## config.mk

```make
export PLATFORM = sky130hd
export DESIGN_NAME = tank_pump_controller
export DESIGN_NICKNAME = d
export VERILOG_FILES = /design/src/rtl/tpc_pkg.sv /design/src/rtl/tank_pump_controller.sv
export VERILOG_INCLUDE_DIRS = /design/src /design/src/rtl
export SDC_FILE = /design/constraint.sdc
export NUM_CORES = 1
export LEC_CHECK = 0
export ABC_AREA = 1
export ABC_CLOCK_PERIOD_IN_PS = 4350
export BUFFER_PORTS_ARGS = -buffer_cell sky130_fd_sc_hd__buf_2
export CORE_MARGIN = 2
export CORE_UTILIZATION = 57
export DETAILED_ROUTE_END_ITERATION = 12
export PLACE_DENSITY = 0.76
export SETUP_SLACK_MARGIN = 0.15
export SYNTH_ARGS = -nofsm -noshare
export SYNTH_HDL_FRONTEND = slang
export SYNTH_SLANG_ARGS = --single-unit
```

## constraint.sdc

```tcl
create_clock -name i_clk -period 4.35 [get_ports i_clk]
set_input_delay 0.2175 -clock i_clk [delete_from_list [all_inputs] [get_ports i_clk]]
set_output_delay 0.2175 -clock i_clk [all_outputs]
set_load 0.03 [all_outputs]
```

## src/rtl/tank_pump_controller_assert.svh

```systemverilog
// Assertion macros for the tank pump controller.
// Included by the top level; no other dependencies.
`ifndef TANK_PUMP_CONTROLLER_ASSERT_SVH
`define TANK_PUMP_CONTROLLER_ASSERT_SVH

// Same-cycle implication, checked outside reset.
`define TPC_ASSERT_IMP(name, clk, rst_n, ante, cons) \
    name: assert property (@(posedge clk) disable iff (!rst_n) (ante) |-> (cons)) \
        else $error("tank pump controller check failed");

// Next-cycle implication, checked outside reset.
`define TPC_ASSERT_NXT(name, clk, rst_n, ante, cons) \
    name: assert property (@(posedge clk) disable iff (!rst_n) (ante) |=> (cons)) \
        else $error("tank pump controller check failed");

`endif

```

## src/rtl/tpc_pkg.sv

```systemverilog
// Shared types, constants and the per-sensor evaluation for the tank pump controller.
// No dependencies.
package tpc_pkg;

    localparam int LEVEL_W    = 10;
    localparam int TICK_W     = 16;
    localparam int CFG_IDX_W  = 3;
    localparam int CFG_DATA_W = 16;

    localparam logic [LEVEL_W-1:0] FULL_LEVEL = 10'd1000;

    // Register indexes of the configuration port.
    typedef enum logic [CFG_IDX_W-1:0] {
        CFG_STOP_PERCENT         = 3'd0,
        CFG_START_PERCENT        = 3'd1,
        CFG_FORCED_START_PERCENT = 3'd2,
        CFG_MAX_RUN_TICKS        = 3'd3,
        CFG_PAUSE_TICKS          = 3'd4,
        CFG_SONAR_ENABLE         = 3'd5,
        CFG_ANALOG_ENABLE        = 3'd6
    } t_cfg_idx;

    // One input beat as held in the input register.
    typedef struct packed {
        logic [LEVEL_W-1:0] sonar_level;
        logic [LEVEL_W-1:0] analog_level;
        logic               force_switch_changed;
        logic               force_switch_closed;
        logic               remote_force_toggle;
        logic               auto_switch_closed;
    } t_in_beat;

    // Outcome of one sensor for one tick.
    typedef struct packed {
        logic latch;     // next hysteresis latch
        logic level_ok;  // level high enough to pump and in range
        logic high;      // above forced-start level
    } t_sensor;

    function automatic t_sensor sensor_eval(
        input logic               en,
        input logic [LEVEL_W-1:0] lvl,
        input logic               latch,
        input logic [LEVEL_W-1:0] stop_lvl,
        input logic [LEVEL_W-1:0] start_lvl,
        input logic [LEVEL_W-1:0] forced_lvl
    );
        t_sensor res;
        res = '0;
        if (en) begin
            if (lvl < stop_lvl) begin
                res.latch = 1'b0;
            end else if (lvl > start_lvl) begin
                res.latch = 1'b1;
            end else begin
                res.latch = latch;
            end
            res.level_ok = (lvl >= stop_lvl) && (lvl <= FULL_LEVEL);
            res.high     = lvl > forced_lvl;
        end
        return res;
    endfunction

endpackage

```

## src/rtl/tank_pump_controller.sv

```systemverilog
// Tank pump controller top level: input register, tick evaluation, result register.
// Depends on tpc_pkg and tank_pump_controller_assert.svh.
//
// Holding-tank pump relay controller. Each input beat is one tick: two tank
// levels in tenths of a percent and the force, remote-toggle and auto switch
// states. Per tick the block updates a hysteresis latch for each enabled
// sensor, the forced-on mode and a safety timer, and returns one result beat
// (relay_on, cooling_pause, high_level_override). The pump may run in forced
// mode or, in auto mode, while an enabled sensor with an in-range level has
// its latch set. After max_run_ticks of continuous running the relay drops
// and a cooling pause of pause_ticks follows, unless a level above
// forced_start_percent keeps the pump on. Tick counters are TIMER_BITS wide
// and saturate. Throughput is one beat per clock while the receiver does not
// stall. An accepted beat lands in the input register, then the evaluation
// logic fills the result register, where the receiver can take it. While a
// result waits, the input register still takes one more beat, then the
// input stalls until the receiver takes the result. Configuration writes
// take effect at the next clock edge and should be issued while no beat is
// in flight.
`include "tank_pump_controller_assert.svh"

module tank_pump_controller #(
    parameter int TIMER_BITS = 17
) (
    input  logic                           i_clk,
    input  logic                           i_rst_n,
    // configuration write port
    input  logic                           i_cfg_we,
    input  logic [tpc_pkg::CFG_IDX_W-1:0]  i_cfg_idx,
    input  logic [tpc_pkg::CFG_DATA_W-1:0] i_cfg_data,
    // input channel
    input  logic                           i_valid,
    output logic                           o_stall,
    input  logic [tpc_pkg::LEVEL_W-1:0]    i_sonar_level,
    input  logic [tpc_pkg::LEVEL_W-1:0]    i_analog_level,
    input  logic                           i_force_switch_changed,
    input  logic                           i_force_switch_closed,
    input  logic                           i_remote_force_toggle,
    input  logic                           i_auto_switch_closed,
    // result channel
    output logic                           o_valid,
    input  logic                           i_stall,
    output logic                           o_relay_on,
    output logic                           o_cooling_pause,
    output logic                           o_high_level_override
);
    import tpc_pkg::*;

    // Compare width covering both the tick counters and the 16-bit limits.
    localparam int CMP_W = (TIMER_BITS > TICK_W) ? TIMER_BITS : TICK_W;
    localparam logic [TIMER_BITS-1:0] TIMER_MAX = {TIMER_BITS{1'b1}};

    // ------------------------------------------------------------------
    // Configuration registers
    // ------------------------------------------------------------------
    logic [LEVEL_W-1:0] r_stop_percent;
    logic [LEVEL_W-1:0] r_start_percent;
    logic [LEVEL_W-1:0] r_forced_start_percent;
    logic [TICK_W-1:0]  r_max_run_ticks;
    logic [TICK_W-1:0]  r_pause_ticks;
    logic               r_sonar_enable;
    logic               r_analog_enable;

    always_ff @(posedge i_clk) begin
        if (!i_rst_n) begin
            r_stop_percent         <= 10'd250;
            r_start_percent        <= 10'd500;
            r_forced_start_percent <= 10'd800;
            r_max_run_ticks        <= 16'd300;
            r_pause_ticks          <= 16'd300;
            r_sonar_enable         <= 1'b1;
            r_analog_enable        <= 1'b1;
        end else if (i_cfg_we) begin
            case (t_cfg_idx'(i_cfg_idx))
                CFG_STOP_PERCENT:         r_stop_percent <= i_cfg_data[LEVEL_W-1:0];
                CFG_START_PERCENT:        r_start_percent <= i_cfg_data[LEVEL_W-1:0];
                CFG_FORCED_START_PERCENT: r_forced_start_percent <= i_cfg_data[LEVEL_W-1:0];
                CFG_MAX_RUN_TICKS:        r_max_run_ticks <= i_cfg_data[TICK_W-1:0];
                CFG_PAUSE_TICKS:          r_pause_ticks <= i_cfg_data[TICK_W-1:0];
                CFG_SONAR_ENABLE:         r_sonar_enable <= i_cfg_data[0];
                CFG_ANALOG_ENABLE:        r_analog_enable <= i_cfg_data[0];
                default: ;  // writes beyond the register list are dropped
            endcase
        end
    end

    // ------------------------------------------------------------------
    // Handshake: input register feeds the result register
    // ------------------------------------------------------------------
    logic     r_in_valid;
    t_in_beat r_in;
    logic     r_out_valid;
    logic     r_relay_on;
    logic     r_cooling_pause;
    logic     r_high_level_override;
    logic     advance;    // input register may move into the result register
    logic     take_in;    // input beat accepted this cycle
    logic     step;       // a tick is evaluated and committed this cycle

    assign advance = !r_out_valid || !i_stall;
    assign o_stall = r_in_valid && !advance;
    assign take_in = i_valid && !o_stall;
    assign step    = r_in_valid && advance;

    always_ff @(posedge i_clk) begin
        if (!i_rst_n) begin
            r_in_valid <= 1'b0;
        end else if (take_in) begin
            r_in_valid <= 1'b1;
        end else if (advance) begin
            r_in_valid <= 1'b0;
        end
    end

    // Hold the payload while the beat waits.
    always_ff @(posedge i_clk) begin
        if (take_in) begin
            r_in.sonar_level          <= i_sonar_level;
            r_in.analog_level         <= i_analog_level;
            r_in.force_switch_changed <= i_force_switch_changed;
            r_in.force_switch_closed  <= i_force_switch_closed;
            r_in.remote_force_toggle  <= i_remote_force_toggle;
            r_in.auto_switch_closed   <= i_auto_switch_closed;
        end
    end

    // ------------------------------------------------------------------
    // Controller state
    // ------------------------------------------------------------------
    logic                  r_sonar_latch,  n_sonar_latch;
    logic                  r_analog_latch, n_analog_latch;
    logic                  r_forced_mode,  n_forced_mode;
    logic                  r_run_active,   n_run_active;
    logic [TIMER_BITS-1:0] r_run_elapsed,  n_run_elapsed;
    logic                  r_pause_active, n_pause_active;
    logic [TIMER_BITS-1:0] r_pause_elapsed, n_pause_elapsed;
    logic                  n_relay_on;
    logic                  n_cooling_pause;
    logic                  n_high_level_override;

    t_sensor               sonar_res;
    t_sensor               analog_res;
    logic [TIMER_BITS-1:0] run_inc;
    logic [TIMER_BITS-1:0] pause_inc;
    logic [TIMER_BITS-1:0] run_now;
    logic                  pump;
    logic                  any_ok;
    logic                  over_run;
    logic                  over_pause;

    always_comb begin
        // Switch change first, then the remote toggle.
        n_forced_mode = r_in.force_switch_changed ? r_in.force_switch_closed : r_forced_mode;
        if (r_in.remote_force_toggle) begin
            n_forced_mode = !n_forced_mode;
        end

        // Active timers advance one tick, saturating.
        run_inc   = (r_run_elapsed == TIMER_MAX) ? r_run_elapsed
                                                 : r_run_elapsed + TIMER_BITS'(1);
        pause_inc = (r_pause_elapsed == TIMER_MAX) ? r_pause_elapsed
                                                   : r_pause_elapsed + TIMER_BITS'(1);
        if (!r_run_active) begin
            run_inc = r_run_elapsed;
        end
        if (!r_pause_active) begin
            pause_inc = r_pause_elapsed;
        end

        sonar_res  = sensor_eval(r_sonar_enable, r_in.sonar_level, r_sonar_latch,
                                 r_stop_percent, r_start_percent, r_forced_start_percent);
        analog_res = sensor_eval(r_analog_enable, r_in.analog_level, r_analog_latch,
                                 r_stop_percent, r_start_percent, r_forced_start_percent);
        n_sonar_latch  = sonar_res.latch;
        n_analog_latch = analog_res.latch;

        // Pump request.
        any_ok = sonar_res.level_ok || analog_res.level_ok;
        pump   = n_forced_mode
              || (r_in.auto_switch_closed && sonar_res.level_ok && n_sonar_latch)
              || (r_in.auto_switch_closed && analog_res.level_ok && n_analog_latch);
        pump   = pump && any_ok && (n_forced_mode || r_in.auto_switch_closed);

        // A fresh run starts at zero; a running one keeps its advanced count.
        run_now    = r_run_active ? run_inc : '0;
        over_run   = CMP_W'(run_now) > CMP_W'(r_max_run_ticks);
        over_pause = CMP_W'(pause_inc) > CMP_W'(r_pause_ticks);

        n_run_active          = 1'b0;
        n_run_elapsed         = '0;
        n_pause_active        = 1'b0;
        n_pause_elapsed       = '0;
        n_relay_on            = 1'b0;
        n_cooling_pause       = 1'b0;
        n_high_level_override = 1'b0;

        if (pump) begin
            n_run_active  = 1'b1;
            n_run_elapsed = run_now;
            if (sonar_res.high || analog_res.high) begin
                // High level: run past the timer and drop any pause.
                n_relay_on            = 1'b1;
                n_high_level_override = 1'b1;
            end else if (over_run) begin
                n_cooling_pause = 1'b1;
                if (!r_pause_active) begin
                    n_pause_active = 1'b1;
                end else if (over_pause) begin
                    // Pause done: clear both timers for a fresh run.
                    n_run_active  = 1'b0;
                    n_run_elapsed = '0;
                end else begin
                    n_pause_active  = 1'b1;
                    n_pause_elapsed = pause_inc;
                end
            end else begin
                n_relay_on      = 1'b1;
                n_pause_active  = r_pause_active;
                n_pause_elapsed = pause_inc;
            end
        end
    end

    always_ff @(posedge i_clk) begin
        if (!i_rst_n) begin
            r_sonar_latch   <= 1'b0;
            r_analog_latch  <= 1'b0;
            r_forced_mode   <= 1'b0;
            r_run_active    <= 1'b0;
            r_run_elapsed   <= '0;
            r_pause_active  <= 1'b0;
            r_pause_elapsed <= '0;
        end else if (step) begin
            r_sonar_latch   <= n_sonar_latch;
            r_analog_latch  <= n_analog_latch;
            r_forced_mode   <= n_forced_mode;
            r_run_active    <= n_run_active;
            r_run_elapsed   <= n_run_elapsed;
            r_pause_active  <= n_pause_active;
            r_pause_elapsed <= n_pause_elapsed;
        end
    end

    // ------------------------------------------------------------------
    // Result register
    // ------------------------------------------------------------------
    always_ff @(posedge i_clk) begin
        if (!i_rst_n) begin
            r_out_valid <= 1'b0;
        end else if (advance) begin
            r_out_valid <= r_in_valid;
        end
    end

    always_ff @(posedge i_clk) begin
        if (step) begin
            r_relay_on            <= n_relay_on;
            r_cooling_pause       <= n_cooling_pause;
            r_high_level_override <= n_high_level_override;
        end
    end

    assign o_valid               = r_out_valid;
    assign o_relay_on            = r_relay_on;
    assign o_cooling_pause       = r_cooling_pause;
    assign o_high_level_override = r_high_level_override;

    // ------------------------------------------------------------------
    // Assertions
    // ------------------------------------------------------------------
    `TPC_ASSERT_IMP(a_run_idle_zero, i_clk, i_rst_n, !r_run_active, r_run_elapsed == '0)
    `TPC_ASSERT_IMP(a_pause_idle_zero, i_clk, i_rst_n, !r_pause_active, r_pause_elapsed == '0)
    `TPC_ASSERT_IMP(a_pause_needs_run, i_clk, i_rst_n, r_pause_active, r_run_active)
    `TPC_ASSERT_NXT(a_step_gives_beat, i_clk, i_rst_n, step, r_out_valid)

endmodule

```

# --- Yosys cells after proc, flatten, opt, wreduce, memory -nomap -nowiden ---
# Cells that the tools add are included.
classes:
  n_eq_ne: 9
  n_addsub: 2
  n_bitwise: 1
  reduce_logical: 33
  muxes: 36
  magnitude_cmp: 12
op_table:
  columns: ["cell", "n"]
  rows:
  - ["$mux 17", 14]
  - ["$gt 10x10->1", 4]
  - ["$add 17x1->17 const B", 2]
  - ["$eq 17x17->1 const B", 2]
  - ["$gt 17x16->1", 2]
  - ["$ge 10x10->1", 2]
  - ["$le 10x10->1 const B", 2]
  - ["$lt 10x10->1", 2]
  - ["$mux 1", 20]
  - ["$reduce_and 2->1", 8]
  - ["$logic_and 1x1->1", 11]
  - ["$eq 3x3->1 const B", 3]
  - ["$eq 3x2->1 const B", 2]
  - ["$logic_or 1x1->1", 6]
  - ["$mux 3", 2]
  - ["$logic_not 1->1", 5]
  - ["$eq 3x1->1 const B", 1]
  - ["$logic_not 3->1", 1]
  - ["$ne 3x1->1 const B", 1]
  - ["$reduce_bool 2->1", 1]
  - ["$reduce_or 2->1", 1]
  - ["$not 1->1", 1]
totals:
  in_bits: 48
  reg_bits: 132

# --- Logic depth before layout (Yosys ltp) ---
# Gate-level depths: netlist (run 1).
logic_depth:
  depth_word: 12
  depth_mapped: 29
  depth_no_buf: 29

# --- Least setup slack after synthesis (run 1) ---
# No wires, ideal clock.
synth_timing:
  kind: "reg2reg"
  startpoint: "reg r_pause_elapsed[0]"
  endpoint: "reg r_run_elapsed[4]"
  slack_ns: 1.297
  arrival_ns: 2.922
  stages_incl_launch_ff: 25
  path_cell_list: "dfxtp_1 > ha_1 > inv_1 > nor3_1 > nand4_1 > nor2_1 > a21oi_2 > a21o_1 > nand2_1 > inv_1 > ha_1 > nand2_1 > nor2_1 > nand3b_1 > nand3_1 > nand2_1 > nand2_1 > nand2_1 > nand2_1 > nand2_1 > a21oi_2 > nand3_4 > buf_6 > nand3_1 > a21oi_2"
synth_between:
  elab_chain_len: 9
  elab_cells_between_ends: 10
  cone_classes: "add/sub (1); order compare (1); eq/ne (1); mux (7)"
synth_rtl:
  columns: ["item", "line_no", "rtl"]
  rows:
  - ["start, declared", "tank_pump_controller.sv:136", "logic [TIMER_BITS-1:0] r_pause_elapsed, n_pause_elapsed;"]
  - ["start signal, assigned", "tank_pump_controller.sv:240", "r_pause_elapsed <= n_pause_elapsed;"]
  - ["$add 17x1->17 or $eq 17x17->1 (tied branches)", "tank_pump_controller.sv:162, tank_pump_controller.sv:161", null]
  - ["$mux 17", "tank_pump_controller.sv:161", "pause_inc = (r_pause_elapsed == TIMER_MAX) ? r_pause_elapsed"]
  - ["$mux 17 *", "tank_pump_controller.sv:166", "if (!r_pause_active) begin"]
  - ["$gt 17x16->1 *", "tank_pump_controller.sv:187", "over_pause = CMP_W'(pause_inc) > CMP_W'(r_pause_ticks);"]
  - ["$mux 17 *", "tank_pump_controller.sv:208", "end else if (over_pause) begin"]
  - ["$mux 17 *", "tank_pump_controller.sv:206", "if (!r_pause_active) begin"]
  - ["$mux 17 *", "tank_pump_controller.sv:204", "end else if (over_run) begin"]
  - ["$mux 17 *", "tank_pump_controller.sv:200", "if (sonar_res.high || analog_res.high) begin"]
  - ["$mux 17 *", "tank_pump_controller.sv:197", "if (pump) begin"]
  - ["end signal, assigned", "tank_pump_controller.sv:238", "r_run_elapsed <= n_run_elapsed;"]
  - ["end, declared", "tank_pump_controller.sv:134", "logic [TIMER_BITS-1:0] r_run_elapsed, n_run_elapsed;"]
# Every way passes the cells marked *; elsewhere a longest branch is shown, timed or not.
# A chain may end at the register's enable or synchronous reset.

# --- Final worst setup path (run 1) ---
layout_timing:
  startpoint: "reg r_pause_active"
  endpoint: "reg r_run_elapsed[13]"
layout_between:
  elab_chain_len: 7
layout_rtl:
  columns: ["item", "line_no", "rtl"]
  rows:
  - ["start, declared", "tank_pump_controller.sv:135", "logic r_pause_active, n_pause_active;"]
  - ["start signal, assigned", "tank_pump_controller.sv:239", "r_pause_active <= n_pause_active;"]
  - ["$mux 17", "tank_pump_controller.sv:166", null]
  - ["$gt 17x16->1", "tank_pump_controller.sv:187", null]
  - ["$mux 17", "tank_pump_controller.sv:208", null]
  - ["$mux 17 *", "tank_pump_controller.sv:206", null]
  - ["$mux 17 *", "tank_pump_controller.sv:204", null]
  - ["$mux 17 *", "tank_pump_controller.sv:200", null]
  - ["$mux 17 *", "tank_pump_controller.sv:197", null]
# Marks and branches as above.

==> results of run 1 <==
stage by stage:
step	cell area (µm²)	instances	setup slack, ns
after CTS	9334	1337	0.6568
final	9334	1337	0.5812
after global placement	8479	1281	0.7370
after detailed placement	8479	1281	0.6796
after global routing	9334	1337	0.2350
after floorplan	8129	1078	1.297
tightest hold or removal path, cell delays in order:
cell and delay (ns):
sky130_fd_sc_hd__buf_2 0.09, sky130_fd_sc_hd__o21ai_0 0.07, sky130_fd_sc_hd__a21oi_1 0.10
repair_timing:
| action | CTS | global route |
|---|---|---|
| hold endpoints to repair | 24 | 0 |
| hold buffers | 24 | 0 |
| buffers inserted | 0 | 0 |
cells in the mapped netlist (2+ instances only):
cell | number | area share, %
sky130_fd_sc_hd__nand2_1 | 194 | 9.0
sky130_fd_sc_hd__inv_1 | 145 | 6.7
sky130_fd_sc_hd__a21oi_1 | 120 | 7.4
sky130_fd_sc_hd__dfxtp_1 | 105 | 26
sky130_fd_sc_hd__ha_1 | 94 | 14
sky130_fd_sc_hd__nor2_1 | 93 | 4.3
sky130_fd_sc_hd__nand3_1 | 70 | 4.3
sky130_fd_sc_hd__o21ai_0 | 67 | 4.1
sky130_fd_sc_hd__edfxtp_1 | 27 | 10
sky130_fd_sc_hd__clkbuf_1 | 26 | 1.2
sky130_fd_sc_hd__o211ai_1 | 23 | 2.1
sky130_fd_sc_hd__nand4_1 | 14 | 1.1
sky130_fd_sc_hd__nor3_1 | 13 | 0.80
sky130_fd_sc_hd__xor2_1 | 12 | 1.3
sky130_fd_sc_hd__xnor2_1 | 9 | 0.97
sky130_fd_sc_hd__a21oi_2 | 6 | 0.65
sky130_fd_sc_hd__o21a_1 | 6 | 0.55
sky130_fd_sc_hd__a21o_1 | 5 | 0.46
sky130_fd_sc_hd__buf_6 | 5 | 0.69
sky130_fd_sc_hd__nand3b_1 | 5 | 0.46
sky130_fd_sc_hd__nand2_2 | 4 | 0.31
sky130_fd_sc_hd__nor4_1 | 4 | 0.31
sky130_fd_sc_hd__o21bai_1 | 4 | 0.37
sky130_fd_sc_hd__o21ai_1 | 3 | 0.18
sky130_fd_sc_hd__a211oi_1 | 2 | 0.18
sky130_fd_sc_hd__and3_1 | 2 | 0.15
sky130_fd_sc_hd__inv_2 | 2 | 0.092
sky130_fd_sc_hd__nand3_4 | 2 | 0.43
sky130_fd_sc_hd__nor3_2 | 2 | 0.25
sky130_fd_sc_hd__or2_2 | 2 | 0.15
cells by family (layout without fill, tap and decap cells):
kind of cell / Yosys count / in the layout / share of synthesized area [%]
adder cells (fa/ha/maj): 94 / 94 / 14.47
flip-flops: 132 / 132 / 35.83
AND/OR/NAND/NOR: 409 / 409 / 21.92
buffers and inverters: 180 / 259 / 8.773
XOR/XNOR: 21 / 21 / 2.263
AO/OA/AOI/OAI: 242 / 242 / 16.75
routing by layer:
layer  vias up  share of wire (%)  track usage, %
met1      3354                 46           38.84
met4         0                2.1           11.01
met5         -                  0               0
met3        35                7.0           4.613
met2       243                 45           45.84
li1       3758                  -               -
flip-flops by register name, indices dropped and copies added (netlist names), 10 cells and up:
signal	flops
r_in	24
r_pause_elapsed	17
r_run_elapsed	17
r_max_run_ticks	16
r_pause_ticks	16
r_forced_start_percent	10
r_start_percent	10
r_stop_percent	10
layout make-up:
cell class              count  area [µm²]  area share (%)
clock buffers              19       432.9           4.638
multi-input cells         766        4503           48.24
clock inverters            13       181.4           1.944
repair buffers             79       523.0           5.603
inverters                 148       555.5           5.952
well taps                 180       225.2           2.413
flip-flops and latches    132        2913           31.21
power by group through the flow:
stage                     Sequential (W)  Combinational (W)  Clock (W)
after global placement           0.00134           0.000292          0
after global routing             0.00132           0.000362    0.00157
after floorplan                  0.00134           0.000202          0
after CTS                        0.00132           0.000319    0.00151
after detailed placement         0.00134           0.000299          0
final                            0.00132           0.000323    0.00150
final timing paths:
check                                           end  slack [ns]  depth (start not counted)
worst max-delay path              r_run_elapsed[13]        0.58                         21
worst min-delay path            r_max_run_ticks[15]        0.10                          3
worst max register to register    r_run_elapsed[13]        0.58                         21
worst min register to register  r_max_run_ticks[13]        0.46                          2
==> impl_metrics.yaml, run 1 <==
sta:
  timing_hold_violations_final: 0
  worst-slew-pin-transition_ns: 1.068
  skew_ns: 0.005030
  fmax_mhz: 265.3
  whs_ns: 0.1001
  timing_max_transition_violations_final: 0
  final_min_period_over_clock_period_pct: 86.64
  rsz_0062_raised_after_global_routing: "false"
  period_minus_slack_ns: 3.769
  timing.final.setup_violations: 0
  setup_tns_after_final_layout_ns: 0
  maxSlewHeadroom_pct: 28.71
grt:
  gr-usage-all-layers_pct: 28.65
  gr-total-overflow: 0
  grt_max_degree: 62
  grt_pass1_wl_um: 33630
  first_global_vias: 6895
  antenna_violations_before_repair: 0
run_status:
  run_status: "complete, no violations"
job:
  maxCapViolCount: 0
layout:
  post-route-util_pct: 67.24
  most-common-layout-cells: "194 x sky130_fd_sc_hd__nand2_1, 145 x sky130_fd_sc_hd__inv_1, 120 x sky130_fd_sc_hd__a21oi_1, 105 x sky130_fd_sc_hd__dfxtp_1, 94 x sky130_fd_sc_hd__ha_1"
  drive_gt1_share_pct: 9.248
  layout_commonest_cell: "sky130_fd_sc_hd__nand2_1"
  n_antenna_cell: 0
  area_delta_synth_final_pct: 14.82
  filler_cells_inserted: 1227
  net_count_of_the_finished_layout: 1286
critical_path:
  cpPeakStageDelay_ns: 0.78
  critPathTopFamily: "simple AND/OR/NAND/NOR gates"
  path_cells: "inv_1 > a21oi_2 > inv_1 > nor2_1 > nand2_1 > nand2_1 > inv_1 > ha_1 > nand2_1 > nor2_1 > nand3b_1 > nand3_1 > nand2_1 > nand2_1 > nand2_1 > nand2_1 > nand2_1 > a21oi_2 > nand3_4 > nand3_1 > a21oi_1"
  setup.worst_path.end_class: "register"
  critical_path_class: "reg2reg"
  required_ns: 4.61
  highest_net_fanout_along_the_worst_path: 23
  r2r_start: "r_pause_active"
  crit_start: "r_pause_active"
  critical-path-top-cell-by-count: "sky130_fd_sc_hd__nand2_1"
  worstPathArrival_ns: 4.03
  cp.buffers_inverters: 3
  cp-start-kind: "register"
  slowest_stage: "sky130_fd_sc_hd__dfxtp_1"
clocking:
  cts.repair.resized: 0
  worstSkewPairLatency_ns: 0.42
  htree_num_levels: 4
  cts_num_sinks: 132
  cts_buffer_depth: 2
  cts-root-buf: "sky130_fd_sc_hd__clkbuf_16"
  cts.clk_slew.worst_paths_ns: 0.06
  number_of_buffers_created_by_cts: 17
  tritoncts: "built"
yosys:
  synth-edff-count: 27
  synth_seq_area_share_pct: 35.83
  async_reset_ff_share_pct: 0
  post_synth_num_cell_types: 42
  mappedNetlistArea_um2: 8129
  synth_ff_type: "sky130_fd_sc_hd__dfxtp_1"
  syn-num-nets: 1220
  syn_avg_cell_area_um2: 7.541
  ys_seq_elements: 132
  synth_cells: 1078
  yosys_warnings: 0
floorplanning:
  effective_utilization_at_floorplan_pct: 58.56
  die_area_um2: 15230
  die_x_um: 123.4
  row_count: 43
  dieHeight_um: 123.4
  pin_count: 53
  core_area_um2: 13880
power_and_ir_drop:
  p_comb_share_pct: 10.3
  sw_frac_of_total_pct: 24.80
  total_power_w: 0.003140
  clock_power_share_pct: 47.7
  seqPwrFrac_pct: 42.0
  power.density_cell_area_nw_per_um2: 336.4
  power.switching_w: 0.0007788
  vdd_drop_max_mv: 0.2476
  internal_power_w: 0.002361
  total_leakage_power_nw: 4.116
placement:
  numPortBuffers: 52
  place_hpwl_um: 14440
  gpl.final_weighted_congestion: 0.9891
worst_hold_path:
  hold_start: "i_cfg_data[15]"
  hold_class: "in2reg"
routing:
  routedWlPerCell_um: 15.39
  avgViaCountPerCell: 5.527
  dr.first_iter.drc_count: 701
  detailedRoute.firstPassIterationCount: 7
  post_detailed_routing_wire_length_um: 20570
  route.detailed.drc: 0
  count_of_vias_placed_by_the_detailed_router: 7390
  postRouteAntennaNets: 0
(Power assumes the default switching activity.)
==> run 2, diff against run 1 <==
--- a/config.mk
+++ b/config.mk
@@ -9,10 +9,12 @@
 export ABC_AREA = 1
 export ABC_CLOCK_PERIOD_IN_PS = 4350
 export BUFFER_PORTS_ARGS = -buffer_cell sky130_fd_sc_hd__buf_2
+export CELL_PAD_IN_SITES_DETAIL_PLACEMENT = 1
+export CELL_PAD_IN_SITES_GLOBAL_PLACEMENT = 2
 export CORE_MARGIN = 2
-export CORE_UTILIZATION = 57
+export CORE_UTILIZATION = 36
 export DETAILED_ROUTE_END_ITERATION = 12
-export PLACE_DENSITY = 0.76
+export PLACE_DENSITY = 0.8
 export SETUP_SLACK_MARGIN = 0.15
 export SYNTH_ARGS = -nofsm -noshare
 export SYNTH_HDL_FRONTEND = slang
==> run 2 against run 1 <==
Effect of this change: combinational power is 6.2% higher; sequential share of layout area is 0.68 points lower; critical path type unchanged; sequential power hardly changed; flip-flop and latch count stayed put; maximum frequency is 2.8% lower; highest routed layer unchanged; count of clock-buffer cells in the layout is 2 lower; power is 2.6% higher; first-iteration DRC count is 52% lower; register-to-register slack worse by 0.11 ns; die area is 56% higher; via count is 1.3% higher; clock skew is 0.0083 ns higher.
==> impl_metrics.yaml, run 2 (synthesis gave the netlist of run 1 again) <==
run_status:
  run_status: "complete, no violations"
critical_path:
  worst-r2r-setup-slack_ns: 0.47
  cpPeakStageDelay_ns: 0.43
  slowest_stage: "sky130_fd_sc_hd__dfxtp_1"
  worst_r2r_path_depth: 23
  worstPathArrival_ns: 4.14
  critical-path-top-cell-by-count: "sky130_fd_sc_hd__nand2_1"
  highest_net_fanout_along_the_worst_path: 9
  required_ns: 4.61
  r2r_start: "r_pause_elapsed[0]"
  crit-reg2reg-capture: "r_run_elapsed[3]"
  critical_path_class: "reg2reg"
  cp-start-kind: "register"
  path_cells: "ha_1 > inv_1 > nor3_1 > nand4_1 > nor2_2 > a21oi_2 > a21o_1 > nand2_1 > inv_1 > ha_1 > nand2_1 > nor2_1 > nand3b_1 > nand3_1 > nand2_1 > nand2_1 > nand2_1 > nand2_1 > nand2_1 > a21oi_4 > nand3_4 > nand3_1 > a21oi_1"
  setup.worst_path.end_class: "register"
routing:
  detailedRoute.firstPassIterationCount: 4
  postRouteAntennaNets: 0
  route.detailed.drc: 0
  dr.first_iter.drc_count: 339
  post_detailed_routing_wire_length_um: 25340
  routedWlPerCell_um: 17.56
  count_of_vias_placed_by_the_detailed_router: 7489
  avgViaCountPerCell: 5.190
sta:
  skew_ns: 0.01335
  worst-slew-pin-transition_ns: 1.146
  fmax_mhz: 257.9
  setup_ws_ns: 0.4718
  final_min_period_over_clock_period_pct: 89.15
  timing_max_transition_violations_final: 0
  timing_hold_violations_final: 0
  maxSlewHeadroom_pct: 23.55
  period_minus_slack_ns: 3.878
  setup_tns_after_final_layout_ns: 0
  timing.final.setup_violations: 0
  rsz_0062_raised_after_global_routing: "false"
clocking:
  cts_buffer_depth: 2
  number_of_buffers_created_by_cts: 17
  cts-root-buf: "sky130_fd_sc_hd__clkbuf_16"
  worstSkewPairLatency_ns: 0.43
  htree_num_levels: 4
  tritoncts: "built"
  cts.clk_slew.worst_paths_ns: 0.07
  cts_num_sinks: 132
grt:
  grt.met1_usage_pct: 31.05
  gr-total-overflow: 0
  groute.layer.met3.usage_pct: 3.026
  grt_max_degree: 62
  gr-usage-all-layers_pct: 21.87
  grtUsageMet2_pct: 35.43
  layer_with_the_highest_usage: "met2"
  antenna_violations_before_repair: 0
  grt_pass1_wl_um: 40680
  first_global_vias: 7426
placement:
  placedInstanceArea_um2: 8642
  place_hpwl_um: 18270
  numPlacedInstances: 1386
  numPortBuffers: 52
  place_worst_setup_slack_ns: 0.5332
  gpl.final_weighted_congestion: 0.8708
worst_hold_path:
  hold_class: "in2reg"
  hold_start: "i_stall"
  worstHoldPathCells: 3
  hold_end: "o_valid"
power_and_ir_drop:
  power.density_cell_area_nw_per_um2: 337.8
  internal_power_w: 0.002327
  total_power_w: 0.003223
  power.switching_w: 0.0008960
  clock_power_share_pct: 48.4
  total_leakage_power_nw: 4.160
  sw_frac_of_total_pct: 27.80
  vdd_drop_max_mv: 0.2368
  p_comb_share_pct: 10.6
  seqPwrFrac_pct: 40.9
layout:
  n_antenna_cell: 0
  area_delta_synth_final_pct: 17.36
  layout.cells.non_filler: 1443
  layout_commonest_cell: "sky130_fd_sc_hd__nand2_1"
  largest_reg_flops: 24
  largest_registers: "r_in: 24 flops, r_pause_elapsed: 17 flops, r_run_elapsed: 17 flops"
  net_count_of_the_finished_layout: 1292
  most-common-layout-cells: "193 x sky130_fd_sc_hd__nand2_1, 145 x sky130_fd_sc_hd__inv_1, 120 x sky130_fd_sc_hd__a21oi_1, 105 x sky130_fd_sc_hd__dfxtp_1, 94 x sky130_fd_sc_hd__ha_1"
  final_design_area_no_fill_um2: 9540
  largest-register: "r_in"
  drive_gt1_share_pct: 10.23
  filler_cells_inserted: 2714
floorplanning:
  effective_utilization_at_floorplan_pct: 36.91
  row_count: 54
  dieHeight_um: 154.3
  die_area_um2: 23800
  die_x_um: 154.3
  pin_count: 53
  core_area_um2: 22030
job:
  maxCapViolCount: 0
[run 2: cell types whose count changed in the layout (fill, tap and decap cells not counted), sizes merged]
| cell | before | now |
|---|---|---|
| clkbuf | 19 | 17 |
| nand3 | 73 | 74 |
| clkinv | 4 | 5 |
| inv | 149 | 154 |
| buf | 55 | 60 |
| bufinv | 4 | 3 |
| clkinvlp | 4 | 1 |
[run 2: final cells by class]
| class | instances | area [µm²] | share of cell area [%] |
|---|---|---|---|
| clock buffer | 17 | 425.4 | 4.459 |
| clock inverter | 15 | 192.7 | 2.020 |
| inverter | 148 | 555.5 | 5.823 |
| multi-input combinational | 767 | 4543 | 47.62 |
| sequential | 132 | 2913 | 30.53 |
| tap | 280 | 350.3 | 3.672 |
| timing repair buffer | 84 | 560.5 | 5.875 |
[run 2: worst max-delay path: cells and delay by family, from the launching register on]
family / cells / cell delay, ns
buffers and inverters: 2 / 0.12
and+or+nand+nor: 15 / 1.89
DFF: 1 / 0.43
adders and majority gates: 2 / 0.55
AOI/OAI and AO/OA: 4 / 0.69
[run 2: through the flow]
stage	hold WS, ns	utilization, %
final	0.09037	43.31
after global routing	0.09908	43.31
after global placement	0.3938	39.24
after CTS	0.005012	43.09
after detailed placement	0.3964	39.24
after floorplan	0.3164	-
[run 2: layer usage]
| layer | vias up | wire, µm |
|---|---|---|
| li1 | 3768 | - |
| met1 | 3625 | 13110 |
| met2 | 81 | 11440 |
| met3 | 15 | 546 |
| met4 | 0 | 234 |
| met5 | - | 0 |
[run 2: power by group through the flow]
| stage | logic (W) | clock network (W) | registers [W] |
|---|---|---|---|
| after detailed placement | 0.000324 | 0 | 0.00135 |
| final | 0.000343 | 0.00156 | 0.00132 |
| after floorplan | 0.000202 | 0 | 0.00134 |
| after CTS | 0.000342 | 0.00159 | 0.00132 |
| after global placement | 0.000317 | 0 | 0.00135 |
| after global routing | 0.000392 | 0.00164 | 0.00132 |
[run 2: how the worst max path moves through the flow]
stage                             startpoint             endpoint  slack [ns]
after floorplan           r_pause_elapsed[0]     r_run_elapsed[4]        1.30
after global placement    r_pause_elapsed[0]  r_pause_elapsed[16]        0.64
after detailed placement  r_pause_elapsed[0]   r_pause_elapsed[8]        0.53
after CTS                 r_pause_elapsed[0]     r_run_elapsed[7]        0.41
after global routing      r_pause_elapsed[0]    r_run_elapsed[13]        0.17
final                     r_pause_elapsed[0]     r_run_elapsed[3]        0.47
[run 2: repair_timing]
action                                  in CTS  in global routing
endpoints found under the setup margin       0                 35
buffers inserted                             0                  0
resized for setup                            0                  6
hold endpoints to repair                    23                  1
hold buffers                                23                  1
==> run 3, diff against run 2 <==
==> constraint.sdc (replaced) <==
create_clock -name i_clk -period 4.35 [get_ports i_clk]
set_input_delay 1.0875 -clock i_clk [delete_from_list [all_inputs] [get_ports i_clk]]
set_output_delay 1.0875 -clock i_clk [all_outputs]
set_load 0.03 [all_outputs]
==> run 3 against run 2 <==
Effect of this change: register-to-register slack better by 0.07 ns; routed wire length is 1.8% lower; setup slack better by 0.075 ns; core utilization is 1.2 points lower; power is 3.0% lower; clock skew is 0.0014 ns lower; maximum frequency is 2.0% higher; sequential share of layout area is 0.89 points higher; flip-flop and latch count stayed put; hold slack better by 0.37 ns; first-iteration DRC count is 14% higher.
==> impl_metrics.yaml, run 3 (synthesis gave the netlist of run 1 again) <==
grt:
  gr-usage-all-layers_pct: 21.48
  first_global_vias: 7292
  grt_pass1_wl_um: 39900
  grt_max_degree: 61
  antenna_violations_before_repair: 0
  gr-total-overflow: 0
critical_path:
  critical-path-top-cell-by-count: "sky130_fd_sc_hd__nand2_1"
  slowest_stage: "sky130_fd_sc_hd__dfxtp_1"
  setup.worst_path.end_class: "register"
  path_cells: "ha_2 > inv_1 > nor3_1 > nand4_1 > nor2_1 > a21oi_2 > inv_1 > o21bai_1 > nand2_1 > inv_1 > ha_1 > nand2_1 > nor2_1 > nand3b_1 > nand3_1 > nand2_1 > nand2_1 > nand2_1 > nand2_1 > nand2_1 > a21oi_4 > nand3_4 > nand3_1 > a21oi_1"
  worstPathArrival_ns: 4.07
  critical_path_class: "reg2reg"
  cpPeakStageDelay_ns: 0.44
  cp.buffers_inverters: 3
  highest_net_fanout_along_the_worst_path: 9
  cp-start-kind: "register"
  critPathTopFamily: "simple AND/OR/NAND/NOR gates"
  required_ns: 4.62
routing:
  detailedRoute.firstPassIterationCount: 4
  post_detailed_routing_wire_length_um: 24890
  routedWlPerCell_um: 17.54
  count_of_vias_placed_by_the_detailed_router: 7387
  route.detailed.drc: 0
  dr.first_iter.drc_count: 386
  avgViaCountPerCell: 5.206
  postRouteAntennaNets: 0
placement:
  gpl.final_weighted_congestion: 0.8190
  numPortBuffers: 52
  place_hpwl_um: 18150
  numPlacedInstances: 1386
clocking:
  postCtsSetupBuffers: 0
  cts_num_sinks: 132
  number_of_buffers_created_by_cts: 17
  cts-root-buf: "sky130_fd_sc_hd__clkbuf_16"
  htree_num_levels: 4
  worstSkewPairLatency_ns: 0.43
  tritoncts: "built"
  cts_buffer_depth: 2
  cts.clk_slew.worst_paths_ns: 0.07
floorplanning:
  core_area_um2: 22030
  dieHeight_um: 154.3
  effective_utilization_at_floorplan_pct: 36.91
  die_area_um2: 23800
  pin_count: 53
  die_x_um: 154.3
  row_count: 54
layout:
  largest_registers: "r_in: 24 flops, r_pause_elapsed: 17 flops, r_run_elapsed: 17 flops"
  largest-register: "r_in"
  layout.cells.non_filler: 1419
  layout_commonest_cell: "sky130_fd_sc_hd__nand2_1"
  area_delta_synth_final_pct: 14.04
  net_count_of_the_finished_layout: 1268
  most-common-layout-cells: "193 x sky130_fd_sc_hd__nand2_1, 145 x sky130_fd_sc_hd__inv_1, 120 x sky130_fd_sc_hd__a21oi_1, 105 x sky130_fd_sc_hd__dfxtp_1"
  filler_cells_inserted: 2751
  largest_reg_flops: 24
  drive_gt1_share_pct: 10.36
  n_antenna_cell: 0
power_and_ir_drop:
  clock_power_share_pct: 47.4
  power.switching_w: 0.0008734
  vdd_drop_max_mv: 0.2848
  p_comb_share_pct: 10.4
  sw_frac_of_total_pct: 27.93
  internal_power_w: 0.002253
  seqPwrFrac_pct: 42.2
  power.density_cell_area_nw_per_um2: 337.3
  total_leakage_power_nw: 4.040
sta:
  period_minus_slack_ns: 3.803
  worst-slew-pin-transition_ns: 1.138
  rsz_0062_raised_after_global_routing: "false"
  maxSlewHeadroom_pct: 24.04
  skew_ns: 0.01198
  timing.final.setup_violations: 0
  fmax_mhz: 262.9
  setup_tns_after_final_layout_ns: 0
  timing_max_transition_violations_final: 0
  timing_hold_violations_final: 0
  final_min_period_over_clock_period_pct: 87.43
run_status:
  run_status: "complete, no violations"
job:
  maxCapViolCount: 0
worst_hold_path:
  hold_class: "reg2reg"
-- run 3: cell count changes in the layout (fill, tap and decap cells not counted), sizes merged --
cell         change
clkinvlp         +1
clkinv           -1
bufinv           -1
inv              +1
dlygate4sd3     -24
-- run 3: final cells by class --
type	count	area, µm²	share of cell area [%]
tap	280	350.3	3.779
multi-input combinational	767	4538	48.95
clock buffer	17	425.4	4.589
inverter	148	555.5	5.993
sequential	132	2913	31.42
clock inverter	15	167.7	1.809
timing repair buffer	60	320.3	3.455
-- run 3: per-stage QoR --
step / setup WS, ns / total power, W / cell area (µm²) / hold WS [ns] / utilization (%)
floorplan: 1.297 / 0.001541 / 8129 / 0.4353 / -
global placement: 0.6122 / 0.001662 / 8642 / 0.4510 / 39.24
detailed placement: 0.5490 / 0.001671 / 8642 / 0.4592 / 39.24
CTS: 0.4978 / 0.003167 / 9235 / 0.4678 / 41.93
global route: 0.1471 / 0.003277 / 9270 / 0.4891 / 42.09
finish: 0.5468 / 0.003127 / 9270 / 0.4633 / 42.09
-- run 3: final timing paths --
path | end | cells past startpoint | slack [ns] | startpoint
setup / recovery | r_run_elapsed[7] | 24 | 0.55 | r_pause_elapsed[0]
hold / removal | r_max_run_ticks[4] | 2 | 0.46 | r_max_run_ticks[4]
setup reg to reg | r_run_elapsed[7] | 24 | 0.55 | r_pause_elapsed[0]
hold reg to reg | r_max_run_ticks[4] | 2 | 0.46 | r_max_run_ticks[4]
-- run 3: power groups by stage --
stage | registers (W) | logic (W) | clock network [W]
floorplan | 0.00134 | 0.000202 | 0
detailed placement | 0.00135 | 0.000325 | 0
global placement | 0.00135 | 0.000316 | 0
finish | 0.00132 | 0.000326 | 0.00148
global route | 0.00132 | 0.000373 | 0.00158
CTS | 0.00132 | 0.000327 | 0.00152
-- run 3: timing repair --
action | 4_1_cts | 5_1_grt
hold buffers | 0 | 0
endpoints found under the setup margin | 0 | 35
resized for setup | 0 | 5
-- run 3: tightest hold or removal path: stages (launching register included) --
cell and delay [ns]:
sky130_fd_sc_hd__dfxtp_1 0.30, sky130_fd_sc_hd__inv_1 0.06, sky130_fd_sc_hd__a21oi_1 0.06
-- run 3: routing by layer --
layer / GRT usage, % / vias up / routed length, µm
met3: 3.418 / 22 / 762
met4: 5.776 / 0 / 365
met5: 0 / - / 0
met1: 30.66 / 3559 / 12710
li1: - / 3716 / -
met2: 33.78 / 90 / 11050
